$ cat src/hw/rtl/vfcm_pkg.sv
`default_nettype none

package vfcm_pkg;

  // Default geometry of the chunk and width of a stored id.
  localparam int CHUNK_SIDE_DEF = 16;
  localparam int CHUNK_ROWS_DEF = 256;
  localparam int ID_BITS_DEF    = 8;

  // Depth of the queue between the classifier and the vertex emitter.
  localparam int QUEUE_DEPTH = 2;

  // Configuration register indexes.
  localparam logic [1:0] CFG_X_OFFSET  = 2'd0;
  localparam logic [1:0] CFG_Z_OFFSET  = 2'd1;
  localparam logic [1:0] CFG_TOP_LIMIT = 2'd2;

  // Request operation codes.
  localparam logic OP_STORE = 1'b0;
  localparam logic OP_MESH  = 1'b1;

  // Order of the seven store reads of a mesh request. Slots one to six follow
  // the face order, so face f sits in read slot f + 1.
  localparam logic [2:0] RD_CENTER = 3'd0;
  localparam logic [2:0] RD_FRONT  = 3'd1;
  localparam logic [2:0] RD_BACK   = 3'd2;
  localparam logic [2:0] RD_RIGHT  = 3'd3;
  localparam logic [2:0] RD_LEFT   = 3'd4;
  localparam logic [2:0] RD_TOP    = 3'd5;
  localparam logic [2:0] RD_BOTTOM = 3'd6;

  typedef enum logic [2:0] {
    F_CLEAR,
    F_IDLE,
    F_EXEC,
    F_READ,
    F_DRAIN,
    F_PUSH
  } front_state_e;

  // One classified voxel: its chunk position, id and the set of visible faces
  // (bit f set means face f is drawn).
  typedef struct packed {
    logic [5:0] x;
    logic [7:0] y;
    logic [5:0] z;
    logic [7:0] id;
    logic [5:0] mask;
  } job_t;

endpackage

`default_nettype wire

$ cat src/hw/rtl/vfcm_back.sv
`default_nettype none

module vfcm_back
  import vfcm_pkg::*;
#(
  parameter int CHUNK_SIDE = CHUNK_SIDE_DEF
) (
  input  wire logic               clk_i,
  input  wire logic               rst_ni,
  input  wire logic               job_valid_i,
  output logic                    job_ready_o,
  input  wire job_t               job_i,
  input  wire logic signed [11:0] x_off_i,
  input  wire logic signed [11:0] z_off_i,
  output logic                    vtx_valid_o,
  input  wire logic               vtx_ready_i,
  output logic [55:0]             vtx_data_o,
  output logic                    vtx_last_o
);

  // Corner table, four corners per face: {dx, dy, dz, u, v}.
  localparam logic [4:0] CORNER_TBL [24] = '{
    5'b00000, 5'b01001, 5'b11011, 5'b10010,
    5'b10100, 5'b11101, 5'b01111, 5'b00110,
    5'b10000, 5'b11001, 5'b11111, 5'b10110,
    5'b00100, 5'b01101, 5'b01011, 5'b00010,
    5'b01000, 5'b01101, 5'b11111, 5'b11010,
    5'b00100, 5'b00001, 5'b10011, 5'b10110
  };

  function automatic logic [2:0] lowest_face(logic [5:0] m);
    logic [2:0] f;
    f = 3'd0;
    for (int i = 5; i >= 0; i--) begin
      if (m[i]) f = 3'(i);
    end
    return f;
  endfunction

  logic        busy_q, busy_d;
  logic [5:0]  rem_q, rem_d;
  logic [1:0]  c_q;
  logic [7:0]  y_q, id_q;
  logic [16:0] base_x_q, base_z_q;
  logic        ovld_q, ovld_d;
  logic [55:0] odata_q;
  logic        olast_q;

  logic        load, adv;
  logic [2:0]  cur_f;
  logic [4:0]  corner;
  logic [16:0] wx, wz;
  logic [8:0]  wy;
  logic        last_vtx;

  assign job_ready_o = !busy_q;
  assign load        = job_valid_i && !busy_q;
  assign adv         = busy_q && (!ovld_q || vtx_ready_i);
  assign cur_f       = lowest_face(rem_q);
  assign corner      = CORNER_TBL[{cur_f, c_q}];

  assign wx = base_x_q + {16'd0, corner[4]};
  assign wy = {1'b0, y_q} + {8'd0, corner[3]};
  assign wz = base_z_q + {16'd0, corner[2]};

  always_comb begin
    rem_d = rem_q;
    if (c_q == 2'd3) rem_d[cur_f] = 1'b0;
  end

  assign last_vtx = (c_q == 2'd3) && (rem_d == 6'd0);

  always_comb begin
    busy_d = busy_q;
    ovld_d = ovld_q;
    if (load) begin
      busy_d = 1'b1;
    end else if (adv && last_vtx) begin
      busy_d = 1'b0;
    end
    if (adv) ovld_d = 1'b1;
    else if (vtx_ready_i) ovld_d = 1'b0;
  end

  always_ff @(posedge clk_i or negedge rst_ni) begin
    if (!rst_ni) begin
      busy_q <= 1'b0;
      ovld_q <= 1'b0;
      rem_q  <= 6'd0;
      c_q    <= 2'd0;
    end else begin
      busy_q <= busy_d;
      ovld_q <= ovld_d;
      if (load) begin
        rem_q <= job_i.mask;
        c_q   <= 2'd0;
      end else if (adv) begin
        rem_q <= rem_d;
        c_q   <= c_q + 2'd1;
      end
    end
  end

  always_ff @(posedge clk_i) begin
    if (load) begin
      y_q      <= job_i.y;
      id_q     <= job_i.id;
      base_x_q <= 17'(int'($signed(job_i.x)) + int'(x_off_i) * CHUNK_SIDE);
      base_z_q <= 17'(int'($signed(job_i.z)) + int'(z_off_i) * CHUNK_SIDE);
    end
    if (adv) begin
      odata_q <= {cur_f, id_q, corner[0], corner[1], wz, wy, wx};
      olast_q <= last_vtx;
    end
  end

  assign vtx_valid_o = ovld_q;
  assign vtx_data_o  = odata_q;
  assign vtx_last_o  = olast_q;

endmodule

`default_nettype wire

$ cat config.mk
export PLATFORM = sky130hd
export DESIGN_NAME = vfcm_back
export DESIGN_NICKNAME = d
export VERILOG_FILES = /design/src/hw/rtl/vfcm_pkg.sv /design/src/hw/rtl/vfcm_back.sv
export SDC_FILE = /design/constraint.sdc
export NUM_CORES = 1
export LEC_CHECK = 0
export ABC_AREA = 1
export BUFFER_PORTS_ARGS = -buffer_cell sky130_fd_sc_hd__buf_2
export CORE_ASPECT_RATIO = 1.1
export CORE_MARGIN = 2
export CORE_UTILIZATION = 40
export CTS_BUF_LIST = sky130_fd_sc_hd__clkbuf_4
export DETAILED_ROUTE_END_ITERATION = 8
export PLACE_DENSITY = 0.64
export SLEW_MARGIN = 0
export SYNTH_ARGS = -nofsm -noshare
export SYNTH_HDL_FRONTEND = slang
export SYNTH_SLANG_ARGS = --single-unit
$ cat constraint.sdc
create_clock -name clk_i -period 7.4 [get_ports clk_i]
set_input_delay 1.11 -clock clk_i [delete_from_list [all_inputs] [get_ports clk_i]]
set_output_delay 1.11 -clock clk_i [all_outputs]
set_load 0.02 [all_outputs]
# Yosys cells after proc, flatten, opt, wreduce, memory -nomap -nowiden
# Memory sizes are Yosys's and may differ from the RTL's.
# Cells that the tools add are included.
[classes]
shifts = 0
n_reduce_logical = 12
addsub = 6
mux = 19
order_cmp = 3
n_bitwise = 3
multipliers = 0
n_div = 0
eq_ne = 1
[ops]
columns = ["op", "n"]
rows = [
  ["adder 17 x 1 -> 17 bit", 2],
  ["adder 6 x 16 -> 17 bit", 2],
  ["2-to-1 mux 3 bit", 6],
  ["2-to-1 mux 6 bit", 3],
  ["2-to-1 mux 5 bit", 2],
  ["adder 8 x 1 -> 9 bit", 1],
  ["bitwise AND 6 bit", 1],
  ["greater-or-equal comparator 6 bit, second input constant", 1],
  ["zero test 6 bit", 1],
  ["NOT 5 -> 6 bit", 1],
  ["NOT 6 bit", 1],
  ["nonzero test 2 bit", 3],
  ["logical AND 1 bit", 5],
  ["2-to-1 mux 1 bit", 5],
  ["less-than comparator 3 x 4 -> 1 bit, second input constant", 1],
  ["2-to-1 mux 2 bit", 2],
  ["demux 1 bit (select 3 bit)", 1],
  ["greater-or-equal comparator 3 x 1 -> 1 bit, second input constant", 1],
  ["adder 2 x 1 -> 2 bit, second input constant", 1],
  ["equality test 2 bit, second input constant", 1],
  ["zero test 1 bit", 2],
  ["logical OR 1 bit", 1],
]
[totals]
in_bits = 62
latch_bits = 0
ff_bits = 117
ram_bits = 0
n_memories = 1
rom_bits = 160
[memory_table]
columns = ["memory", "depth", "word_bits", "read_ports", "rd_ports_with_merged_regs", "write_ports", "line", "source"]
rows = [
  ["(name not given)", 32, 5, 1, 0, 0, "vfcm_back.sv:60", "assign corner = CORNER_TBL[{cur_f, c_q}];"],
]

# Depth between registers and ports, before layout
[depth]
ltp_word = 18
depth_mapped = 18

# Worst setup path before layout
# OpenSTA, ideal clock, no wires.
[synth_timing]
kind = "in2reg"
from = "input port vtx_ready_i"
to = "register rem_q[5]"
slack_ps = 3990
required_ps = 7231
stages = 8
arrival_ps = 3241
n_path_buf = 0
cell_sequence = "inv_1 > nand2_1 > nand2_1 > clkinv_1 > nor2_2 > inv_1 > o22ai_1 > a21oi_1"
[synth_via]
elab_chain_len = 3
[synth_lines]
columns = ["item", "line", "source"]
rows = [
  ["start: declaration", "vfcm_back.sv:16", "input wire logic vtx_ready_i,"],
  ["logical OR 1 bit", "vfcm_back.sv:58", "assign adv = busy_q && (!ovld_q || vtx_ready_i);"],
  ["logical AND 1 bit", "vfcm_back.sv:58", ""],
  ["via adv", "vfcm_back.sv:49", "logic load, adv;"],
  ["nonzero test 2 bit (no line)", "n/a", ""],
  ["end signal: assignment", "vfcm_back.sv:95", "rem_q <= job_i.mask;"],
  ["end signal: assignment", "vfcm_back.sv:98", "rem_q <= rem_d;"],
  ["end: declaration", "vfcm_back.sv:41", "logic [5:0] rem_q, rem_d;"],
]
# The timed path passes the listed nets, and every way through them passes these cells.
# A chain may end at the register's enable or synchronous reset.

# Worst setup path after layout
[layout_timing]
from = "register rem_q[4]"
to = "register odata_q[42], in the netlist vtx_data_o[42], data pin"
[layout_via]
elab_chain_len = 10
[layout_lines]
columns = ["item", "line", "source"]
rows = [
  ["2-to-1 mux 3 bit (5 in a row)", "vfcm_back.sv:35", "if (m[i]) f = 3'(i);"],
  ["NOT 5 -> 6 bit (implied by the code)", "vfcm_back.sv:60", ""],
  ["memory (32 x 5 bit)", "n/a", ""],
  ["2-to-1 mux 5 bit (implied by the code) (2 in a row)", "vfcm_back.sv:60", ""],
  ["adder 17 x 1 -> 17 bit", "vfcm_back.sv:64", "assign wz = base_z_q + {16'd0, corner[2]};"],
  ["via wz[16]", "vfcm_back.sv:52", "logic [16:0] wx, wz;"],
  ["end signal: assignment", "vfcm_back.sv:112", "odata_q <= {cur_f, id_q, corner[0], corner[1], wz, wy, wx};"],
  ["end: declaration", "vfcm_back.sv:46", "logic [55:0] odata_q;"],
]
# The timed path passes the listed nets, and every way through them passes these cells. The select of a mux whose other input is x is not followed.

==> out/results.txt <==
clock transition time at the flip-flop clock pins of the worst setup and hold paths -> 100 ps
CP Capture Type -> flop
latest clock arrival within the worst-skew pair -> 510 ps
vias in the first global route -> 3894
Mapped Cells -> 495
Net Count, Synth -> 590
largest net degree at the start of global routing -> 57
max cap viols -> 0
largest cells by area after synthesis -> edfxtp_1 56%, ha_1 6.7%, xor2_1 5.3%
Sink Count -> 117
worst hold path type -> reg -> reg
layout cell share with drive strength beyond 1 -> 0.278
worst slew pin tran -> 1140 ps
Via Count -> 3922
gr usage total -> 0.148
EDFF count, synth -> 107
crit path launch type -> flop
Avg WL per Cell -> 12.6 µm
Mapped Avg Cell Area -> 11.7 µm²
Clock Tree Root -> clkbuf_4
WHS -> 427 ps
final-report hold violation count -> 0
Setup CP Type -> reg -> reg
Top Ports -> 121
gpl congestion -> 0.836
run status -> complete, no violations
warnings from Yosys -> 0
final-report setup violation count -> 0
Final Max Tran Viols -> 0
clk_skew -> 17.4 ps
RSZ-0062 raised after global routing -> no
htree depth -> 4
gr ovfl total -> 0
nets@finish -> 730
cts hold-fix bufs -> 0
WL final -> 10600 µm
Post-synth top cells -> 107 x edfxtp_1, 81 x nand2_1, 55 x inv_1
buffer depth of the longest clock path -> 2
Critical Path RT -> 7650 ps
area of the die -> 15400 µm²
Die H -> 130 µm
1st-pass router iterations -> 4
CP cell instances -> inv_1 > nand2_1 > nand2_1 > nand2_1 > nand2_1 > nand2_1 > xor2_1 > nand2_1 > nand3_1 > inv_1 > ha_1 > ha_1 > nand3_2 > nor3b_4 > nand2_2 > nor2_2 > nand3_2 > xnor2_1
cell taking the most area after synthesis -> edfxtp_1
CP top delay family -> simple AND/OR/NAND/NOR gates
first-pass GRT wire length -> 17900 µm
antenna violations before repair -> 1
Detailed Route Iter0 Violations -> 232
ys flop type -> edfxtp_1
Seq cells post-synth -> 117
Core Area -> 14300 µm²
asr flop ratio synth -> 0.0855
CP max stage cell -> dfrtp_1
Final Cycle Share -> 0.375
setup bufs post-CTS -> 0
CTS tree -> yes
share of the yosys chip area belonging to registers -> 0.599
most frequent cell after synthesis -> edfxtp_1
CTS buffer count -> 17
max_slew headroom -> 0.242
top-area cell type share of the netlist area -> 0.556
initial core utilization -> 0.405
CP max stage delay -> 390 ps
PostCTS Resize Cnt -> 0
CP max FO -> 5
Cell Rows -> 46
dpl hpwl -> 8240 µm
Antenna Nets Post-Route -> 0
crit path buf inv count -> 2
pwr dens -> 274 nW/µm²
Max rail drop VDD -> 88.7 µV
residual DRC count -> 0
Min Clock Period, post-route -> 2770 ps
crit path DAT -> 3030 ps
CP dominant cell by count -> nand2_1
DR vias/cell -> 4.66
die width -> 119 µm
TNS Setup -> 0 ps
highest clock rate -> 361 MHz
port bufs -> 120
mapped cell area -> 5780 µm²
Yosys cell types -> 36
leakage power -> 2.94 nW
Area Growth Syn to Fin -> 19.4%
layout by cell type (no fill, tap or decap), types with 4 or more instances in the layout:
| cell | instances |
|---|---|
| clkinv_2 | 4 |
| nor2_2 | 10 |
| nand2_2 | 4 |
| inv_1 | 54 |
| buf_2 | 120 |
| o21ai_0 | 13 |
| nand3_2 | 6 |
| xnor2_1 | 21 |
| dfrtp_1 | 10 |
| nor2_1 | 31 |
| clkbuf_4 | 22 |
| xor2_1 | 35 |
| o21bai_1 | 5 |
| edfxtp_1 | 107 |
| a21oi_1 | 28 |
| nand3_1 | 22 |
| nor3_1 | 4 |
| ha_1 | 31 |
| nand2_1 | 81 |
flip-flops by register name (all words and copies together) (netlist names):
name,count
y_q,8
base_z_q,17
vtx_valid_o,1
id_q,8
c_q,2
vtx_last_o,1
rem_q,6
base_x_q,17
vtx_data_o,56
busy_q,1
power by group:
group	internal (mW)	switching (mW)
sequential	0.872	0.0425
clock	0.216	0.223
combinational	0.187	0.355
final timing paths:
check / from / end / slack, ps / depth (start not counted)
min: id_q[4] / vtx_data_o[49] / 430 / 0
min reg2reg: id_q[4] / vtx_data_o[49] / 430 / 0
max reg2reg: rem_q[4] / vtx_data_o[42] / 4630 / 18
max in group asynchronous: rst_ni / rem_q[2] / 6750 / 1
min in group asynchronous: rst_ni / rem_q[5] / 440 / 1
max: rem_q[4] / vtx_data_o[42] / 4630 / 18
per-stage QoR:
step | power, mW | cell area, µm² | setup WS, ps | util | instances
detailed placement | 1.47 | 6630 | 4360 | 0.464 | 808
finish | 1.90 | 6900 | 4630 | 0.484 | 841
floorplan | 1.31 | 5780 | 3990 | - | 495
CTS | 1.92 | 6900 | 4620 | 0.484 | 840
global placement | 1.47 | 6630 | 4450 | 0.464 | 808
global route | 2.02 | 6900 | 4240 | 0.484 | 841
layer usage:
metal,GRT usage,wire length (µm),vias up
met5,0,0,-
met4,0.0644,211,0
met3,0.0437,590,16
met2,0.249,5150,116
met1,0.177,4670,1793
li1,-,-,1997
logic make-up (layout without fill, tap and decap cells):
logic type,Yosys count,after routing,synth area share
compound gates,63,63,0.0636
xor+xnor,56,56,0.0848
fa+ha+maj,33,33,0.0740
buf+inv,56,209,0.0364
flops,117,117,0.599
other cells,0,1,0
simple gates,170,170,0.142
final cells by class:
cell class | count | area (µm²)
inverters | 56 | 210
clock buffers | 22 | 165
well taps | 192 | 240
multi-input cells | 322 | 2110
fillers | 1346 | 7370
flip-flops and latches | 117 | 3460
repair buffers | 121 | 608
diodes | 1 | 2.50
clock inverters | 10 | 108
Note: power is estimated with default switching activity, not from simulation.
