$ cat config.mk
export PLATFORM = sky130hd
export DESIGN_NAME = vfcm_queue
export DESIGN_NICKNAME = d
export VERILOG_FILES = /design/src/hw/rtl/vfcm_pkg.sv /design/src/hw/rtl/vfcm_queue.sv
export SDC_FILE = /design/constraint.sdc
export NUM_CORES = 1
export LEC_CHECK = 0
export BUFFER_PORTS_ARGS = -buffer_cell sky130_fd_sc_hd__buf_2
export CAP_MARGIN = 20
export CORE_ASPECT_RATIO = 1.1
export CORE_MARGIN = 5
export CORE_UTILIZATION = 46
export DETAILED_ROUTE_END_ITERATION = 10
export PLACE_DENSITY_LB_ADDON = 0.25
export SLEW_MARGIN = 20
export SYNTH_ARGS = -nofsm -noshare
export SYNTH_HDL_FRONTEND = slang
export SYNTH_SLANG_ARGS = --single-unit
$ cat constraint.sdc
create_clock -name clk_i -period 2.9 [get_ports clk_i]
set_input_delay 0.29 -clock clk_i [delete_from_list [all_inputs] [get_ports clk_i]]
set_output_delay 0.29 -clock clk_i [all_outputs]
set_load 0.01 [all_outputs]
$ cat src/hw/rtl/vfcm_pkg.sv
`default_nettype none

package vfcm_pkg;

  // Default geometry of the chunk and width of a stored id.
  localparam int CHUNK_SIDE_DEF = 16;
  localparam int CHUNK_ROWS_DEF = 256;
  localparam int ID_BITS_DEF    = 8;

  // Depth of the queue between the classifier and the vertex emitter.
  localparam int QUEUE_DEPTH = 2;

  // Configuration register indexes.
  localparam logic [1:0] CFG_X_OFFSET  = 2'd0;
  localparam logic [1:0] CFG_Z_OFFSET  = 2'd1;
  localparam logic [1:0] CFG_TOP_LIMIT = 2'd2;

  // Request operation codes.
  localparam logic OP_STORE = 1'b0;
  localparam logic OP_MESH  = 1'b1;

  // Order of the seven store reads of a mesh request. Slots one to six follow
  // the face order, so face f sits in read slot f + 1.
  localparam logic [2:0] RD_CENTER = 3'd0;
  localparam logic [2:0] RD_FRONT  = 3'd1;
  localparam logic [2:0] RD_BACK   = 3'd2;
  localparam logic [2:0] RD_RIGHT  = 3'd3;
  localparam logic [2:0] RD_LEFT   = 3'd4;
  localparam logic [2:0] RD_TOP    = 3'd5;
  localparam logic [2:0] RD_BOTTOM = 3'd6;

  typedef enum logic [2:0] {
    F_CLEAR,
    F_IDLE,
    F_EXEC,
    F_READ,
    F_DRAIN,
    F_PUSH
  } front_state_e;

  // One classified voxel: its chunk position, id and the set of visible faces
  // (bit f set means face f is drawn).
  typedef struct packed {
    logic [5:0] x;
    logic [7:0] y;
    logic [5:0] z;
    logic [7:0] id;
    logic [5:0] mask;
  } job_t;

endpackage

`default_nettype wire

$ cat src/hw/rtl/vfcm_queue.sv
`default_nettype none

module vfcm_queue
  import vfcm_pkg::*;
(
  input  wire logic clk_i,
  input  wire logic rst_ni,
  input  wire logic push_valid_i,
  output logic      push_ready_o,
  input  wire job_t push_data_i,
  output logic      pop_valid_o,
  input  wire logic pop_ready_i,
  output job_t      pop_data_o
);

  localparam int PW = $clog2(QUEUE_DEPTH);
  localparam int CW = $clog2(QUEUE_DEPTH + 1);

  job_t          slot_q [QUEUE_DEPTH];
  logic [PW-1:0] wr_ptr_q, rd_ptr_q;
  logic [CW-1:0] cnt_q;
  logic          do_push, do_pop;

  assign push_ready_o = (cnt_q != CW'(QUEUE_DEPTH));
  assign pop_valid_o  = (cnt_q != '0);
  assign do_push      = push_valid_i && push_ready_o;
  assign do_pop       = pop_valid_o && pop_ready_i;
  assign pop_data_o   = slot_q[rd_ptr_q];

  always_ff @(posedge clk_i or negedge rst_ni) begin
    if (!rst_ni) begin
      wr_ptr_q <= '0;
      rd_ptr_q <= '0;
      cnt_q    <= '0;
    end else begin
      if (do_push) begin
        wr_ptr_q <= (wr_ptr_q == PW'(QUEUE_DEPTH - 1)) ? '0 : wr_ptr_q + PW'(1);
      end
      if (do_pop) begin
        rd_ptr_q <= (rd_ptr_q == PW'(QUEUE_DEPTH - 1)) ? '0 : rd_ptr_q + PW'(1);
      end
      if (do_push && !do_pop) cnt_q <= cnt_q + CW'(1);
      else if (do_pop && !do_push) cnt_q <= cnt_q - CW'(1);
    end
  end

  always_ff @(posedge clk_i) begin
    if (do_push) slot_q[wr_ptr_q] <= push_data_i;
  end

endmodule

`default_nettype wire

# After elaboration in Yosys (flattened, before gate mapping)
# Memory sizes are Yosys's and may differ from the RTL's.
# Index checks and enable logic that the tools add are counted.
totals:
  ff_bits: 4
  ramBits: 68
  inputBits: 38
  out_inout_bits: 36
  word_cells: 23
  n_memories: 1
op_classes:
  n_addsub: 4
  eq_ne: 1
  mux: 6
  reduce_logical: 8
memory_table:
  columns: ["memory", "depth", "word_bits", "rd", "rd_clocked_by_memory_dff", "wr", "line_no", "source"]
  rows:
  - ["slot_q", 2, 34, 1, 0, 1, "vfcm_queue.sv:19", "job_t slot_q [QUEUE_DEPTH];"]
ops:
  columns: ["operator", "n"]
  rows:
  - ["1-bit logical AND", 4]
  - ["1-bit two-way mux", 4]
  - ["2-bit two-way mux", 2]
  - ["2-bit nonzero test", 2]
  - ["1-bit adder (second input constant)", 2]
  - ["2-bit by 1-bit adder with 2-bit output (second input constant)", 1]
  - ["1-bit logical NOT", 2]
  - ["2-bit inequality test (second input constant)", 1]
  - ["2-bit by 1-bit subtractor with 2-bit output (second input constant)", 1]

# Depth between registers and ports, before layout
# Gate-level depths: netlist (run 1).
logic_depth:
  ltp_word: 6
  ltp_mapped: 7
  mapped_depth_nobuf: 7

# Least setup slack after synthesis (run 1)
# No wires, ideal clock.
synth_path:
  path_type: "reg2reg"
  startpoint: "reg cnt_q[0]"
  endpoint: "mem slot_q[0][0] in the netlist's numbering (enable)"
  setup_ns: 0.425
  arrival_time_ns: 2.137
  t_required_ns: 2.475
  slack_ns: 0.338
  path_stages_with_launch: 4
  path_buffers: 0
  period_less_slack_ns: 2.562
  path_cell_list: "dfrtp_1 -> nand2b_1 -> nand2_1 -> nor2_1"
synth_between:
  elab_chain_len: 4
synth_lines:
  columns: ["item", "line_no", "source"]
  rows:
  - ["from (decl)", "vfcm_queue.sv:21", "logic [CW-1:0] cnt_q;"]
  - ["from (signal assigned)", "vfcm_queue.sv:42", "if (do_push && !do_pop) cnt_q <= cnt_q + CW'(1);"]
  - ["from (signal assigned)", "vfcm_queue.sv:43", "else if (do_pop && !do_push) cnt_q <= cnt_q - CW'(1);"]
  - ["2-bit inequality test", "vfcm_queue.sv:24", "assign push_ready_o = (cnt_q != CW'(QUEUE_DEPTH));"]
  - ["net push_ready_o", "vfcm_queue.sv:9", "output logic push_ready_o,"]
  - ["1-bit logical AND", "vfcm_queue.sv:26", "assign do_push = push_valid_i && push_ready_o;"]
  - ["1-bit two-way mux", "vfcm_queue.sv:48", "if (do_push) slot_q[wr_ptr_q] <= push_data_i;"]
  - ["1-bit two-way mux (not written as such)", "vfcm_queue.sv:48", null]
  - ["to (decl)", "vfcm_queue.sv:19", null]
# The timed path passes the listed nets, and every way through them passes these cells.

==> run metrics, run 1 <==
vias per inst 4.682; drt drc 0; GRT Residual Overflow 0; xor and xnor area share after synthesis 1.565%; DR pass1 iterations 4; Die Span X 84.38 µm; Synth cell types 15; WP data required 2610 ps; most common cell after layout, fill and taps aside buf_2; # diodes 0; synthesized cell area 2799 µm²; largest family of logic cells by synthesized area multiplexers; total CTS buffers 9; Skew-Pair Late Insertion Delay 330 ps; post-synthesis adder-cell area fraction 0.4470%; post-route minimum period 2288 ps; fmax 437.0 MHz; CTS Hold Bufs 1; core region area 5842 µm²; power density cells 984.4 nW/µm²; vias 1353; maximum clock insertion buffer count 2; Pwr Total 3.351 mW; Final Cycle Share 78.91%; CP peak stage delay 810 ps; Max VDD drop 0.6279 mV; syn_nets 163; HPWL after DPL 3.211 mm; Port Buf Inserts 73; worst hold margin 144.3 ps; mux contribution to synthesized area 17.57%; post_cts resized 0; initial antenna violation count 0; Slew headroom 47.33%; final setup TNS 0 ps; Crit path arrival time 2000 ps; sequential area share after synthesis 76.53%; die height 91.81 µm; RSZ-0062 raised after global routing no; most frequent cells in the layout buf_2 (73), edfxtp_1 (68), mux2_4 (29); Area growth syn-to-layout 21.64%; simple logic cell fraction of the synthesized area 1.207%; # rows 29; critical path launch point type flip-flop; average cell area after synthesis 22.57 µm²; Synth Area in Compound Gates 0%; Placer Congestion 0.7304; Worst-Margin Slew 790.0 ps; P_leak 1.379 nW; TritonCTS clock tree built; Nets 246; status completed; largest net degree at the start of global routing 35; fin. max-slew vios 0; type of the worst min-delay path in2reg; routed wire length per instance 15.71 µm; Post-Synthesis Cells 124; clk root buf clkbuf_8; die area 7746 µm²; clk sink count 72; CP Max Fanout 23; global-route wire length before repair 7.107 mm; FF+latch count, synth 72; worst setup margin 611.6 ps; H-tree depth 3; CP max stage cell dfrtp_2; DP Worst Slack 950.5 ps; post-CTS setup buffers 0; Crit. End Element primary output; Initial Util 47.91%; I/O Pins 74; yosys warns 0; layout cells sized above 1 58.96%; ordered cell list for the critical path buf_4, mux2_4, buf_2; Total GRT Usage 12.40%; post-place instance area 3214 µm²; CTS clk-pin slew, worst paths 70 ps; Initial DRC Count 38; number of global-route vias before repair 1470; Finished Cell Area 3405 µm²; MaxCap Viol Count 0; critical setup path kind reg2out; final WL 4.540 mm; Final Skew 1.831 ps; final hold violation count 0; Antenna Nets Post-Route 0; final number of setup-violating endpoints 0
[registers in the layout, summed over array words and instances, names as in the netlist]
name / flops
wr_ptr_q: 1
rd_ptr_q: 1
cnt_q: 2
slot_q: 68
[per-layer routing]
layer	vias to the layer above	part of all wire (%)	track usage [%]	routed length [µm]
met5	-	0	0	0
met4	0	1.7	7.520	78
met3	6	7.4	4.839	337
met2	45	54	21.64	2455
met1	658	37	12.39	1668
li1	644	-	-	-
[layout make-up]
cell class / instances / area (µm²)
tap: 77 / 96.34
sequential: 72 / 2143
timing repair buffer: 76 / 390.4
inverter: 1 / 3.754
multi-input combinational: 47 / 590.6
clock buffer: 12 / 135.1
clock inverter: 4 / 45.04
fill: 458 / 2437
[final timing paths]
kind	from	end	slack [ps]	cells after the start
max in group asynchronous	rst_ni	rd_ptr_q$_DFFE_PN0P_	2480	2
min in group asynchronous	rst_ni	cnt_q[0]$_DFFE_PN0P_	290	2
worst max register to register	cnt_q[0]$_DFFE_PN0P_	slot_q[0][18]$_DFFE_PP_	1150	4
worst min-delay path	push_data_i[3]	slot_q[0][3]$_DFFE_PP_	140	1
worst max-delay path	rd_ptr_q$_DFFE_PN0P_	pop_data_o[25]	610	3
worst min register to register	cnt_q[1]$_DFFE_PN0P_	cnt_q[1]$_DFFE_PN0P_	520	1
[cell usage after synthesis, drive strengths merged]
library cell	count	share of area, %
xnor2	3	0.94
ha	1	0.45
nand2	2	0.27
mux2	34	18
or2	1	0.22
xor2	2	0.63
inv	1	0.13
dfrtp	4	3.6
nand2b	1	0.22
and3	1	0.22
nor2	2	0.27
edfxtp	68	73
buf	4	2.5
[report_power, final]
part	total, mW	internal (mW)	switching, mW	leakage [nW]
Clock	0.714	0.394	0.320	0.0941
Sequential	1.59	1.43	0.159	0.677
Combinational	1.05	0.571	0.479	0.608
[worst max-delay path: cells and delay by family, from the launching register on]
family                 cells  cell delay (ps)
multiplexers               1              320
buffers and inverters      2              520
flip-flops                 1              810
[stage by stage]
stage	cells	utilization, %
after floorplan	124	-
after global placement	272	55.02
after detailed placement	272	55.02
after CTS	289	58.28
after global routing	289	58.28
final	289	58.28
[kinds of logic (layout without fill, tap and decap cells)]
group | Yosys count | count (layout)
adders and majority gates | 1 | 1
buffers and inverters | 5 | 93
muxes | 34 | 34
xor gates and xnor gates | 5 | 5
and+or+nand+nor | 7 | 7
DFF | 72 | 72
Note: power is estimated with default switching activity, not from simulation.
==> inputs of run 2 (changes only) <==
==> constraint.sdc (replaced) <==
create_clock -name clk_i -period 2.09 [get_ports clk_i]
set_input_delay 0.209 -clock clk_i [delete_from_list [all_inputs] [get_ports clk_i]]
set_output_delay 0.209 -clock clk_i [all_outputs]
set_load 0.01 [all_outputs]
==> run metrics, run 2 (synthesis gave the netlist of run 1 again) <==
power density cells 1405 nW/µm²; drt drc 0; Antenna Nets Post-Route 0; Total GRT Usage 12.91%; final number of setup-violating endpoints 0; critical setup path kind reg2out; max reg flops 68; WP data required 1880 ps; final setup TNS 0 ps; die height 91.81 µm; worst setup margin 298.4 ps; most common cell after layout, fill and taps aside buf_2; clk root buf clkbuf_8; Nets 249; worst hold margin 57.12 ps; final hold violation count 0; Port Buf Inserts 73; Die Span X 84.38 µm; Skew-Pair Late Insertion Delay 340 ps; routed wire length per instance 16.10 µm; Crit path arrival time 1580 ps; Crit. End Element primary output; critical path launch point type flip-flop; post_cts resized 0; Slew headroom 73.18%; maximum clock insertion buffer count 2; Final Util 59.46%; worst reg2reg startpoint cnt_q[0]$_DFFE_PN0P_; number of global-route vias before repair 1487; worst hold start push_data_i[24]; DP Cell Count 275; fmax 558.2 MHz; global-route wire length before repair 7.431 mm; Worst-Margin Slew 402.3 ps; TritonCTS clock tree built; post-route minimum period 1792 ps; R2R depth 7; layout cells sized above 1 59.53%; crit path from rd_ptr_q$_DFFE_PN0P_; Finished Cell Area 3473 µm²; Non-Filler Instances 292; # diodes 0; Final Cycle Share 85.72%; I/O Pins 74; Final Skew 5.954 ps; Initial DRC Count 54; type of the worst min-delay path in2reg; hold path cells 1; Top Registers slot_q: 68 flops, cnt_q: 2 flops; Area growth syn-to-layout 24.09%; MaxCap Viol Count 0; # rows 29; post-place instance area 3249 µm²; vias per inst 4.675; CTS clk-pin slew, worst paths 70 ps; Pwr Total 4.880 mW; initial antenna violation count 0; largest net degree at the start of global routing 24; fin. max-slew vios 0; most frequent cells in the layout buf_2 (73), edfxtp_1 (68), mux2_4 (29); final WL 4.701 mm; status completed; Initial Util 47.91%; DP Worst Slack 480.1 ps; Max VDD drop 0.9042 mV; core region area 5842 µm²; total CTS buffers 9; vias 1365; Placer Congestion 0.7505; HPWL after DPL 3.358 mm; post-CTS setup buffers 0; CP Max Fanout 23; GRT Residual Overflow 0; RSZ-0062 raised after global routing no; DR pass1 iterations 3; H-tree depth 3; die area 7746 µm²; Most flops, register slot_q; clk sink count 72; P_leak 1.411 nW
-- run 2: cell type report --
| type | instances | area [µm²] |
|---|---|---|
| fillers | 431 | 2369 |
| repair buffers | 79 | 425.4 |
| multi-input cells | 47 | 590.6 |
| inverters | 1 | 3.754 |
| flip-flops and latches | 72 | 2143 |
| well taps | 77 | 96.34 |
| clock inverters | 3 | 65.06 |
| clock buffers | 13 | 148.9 |
-- run 2: final timing paths --
kind                                      endpoint  slack [ps]
setup reg to reg              cnt_q[1]$_DFFE_PN0P_         480
hold / removal             slot_q[1][24]$_DFFE_PP_          60
hold reg to reg               cnt_q[1]$_DFFE_PN0P_         520
min in group asynchronous     wr_ptr_q$_DFFE_PN0P_         210
setup / recovery                    pop_data_o[14]         300
max in group asynchronous     rd_ptr_q$_DFFE_PN0P_        1750
-- run 2: critical path, cell delays in order (launching register included) --
cell and delay, ps:
dfrtp_2 350, buf_4 360, mux2_2 390, buf_2 140
-- run 2: metal layers --
metal	vias to the layer above	GRT usage (%)	share of wire, %
met1	661	14.21	39
met2	49	21.64	52
met3	8	5.556	7.7
met5	-	0	0
met4	0	5.937	1.1
li1	647	-	-
-- run 2: timing repair --
| action | 4_1_cts | 5_1_grt |
|---|---|---|
| hold buffers | 1 | 0 |
| endpoints found under the hold margin | 4 | 0 |
| setup endpoints to repair | 0 | 0 |
-- run 2: power by group --
group	total (mW)	internal (mW)	switching [mW]	leakage, nW
logic	1.63	0.836	0.797	0.626
registers	2.09	1.98	0.105	0.677
clock network	1.16	0.704	0.458	0.108
total	4.88	3.52	1.36	1.41
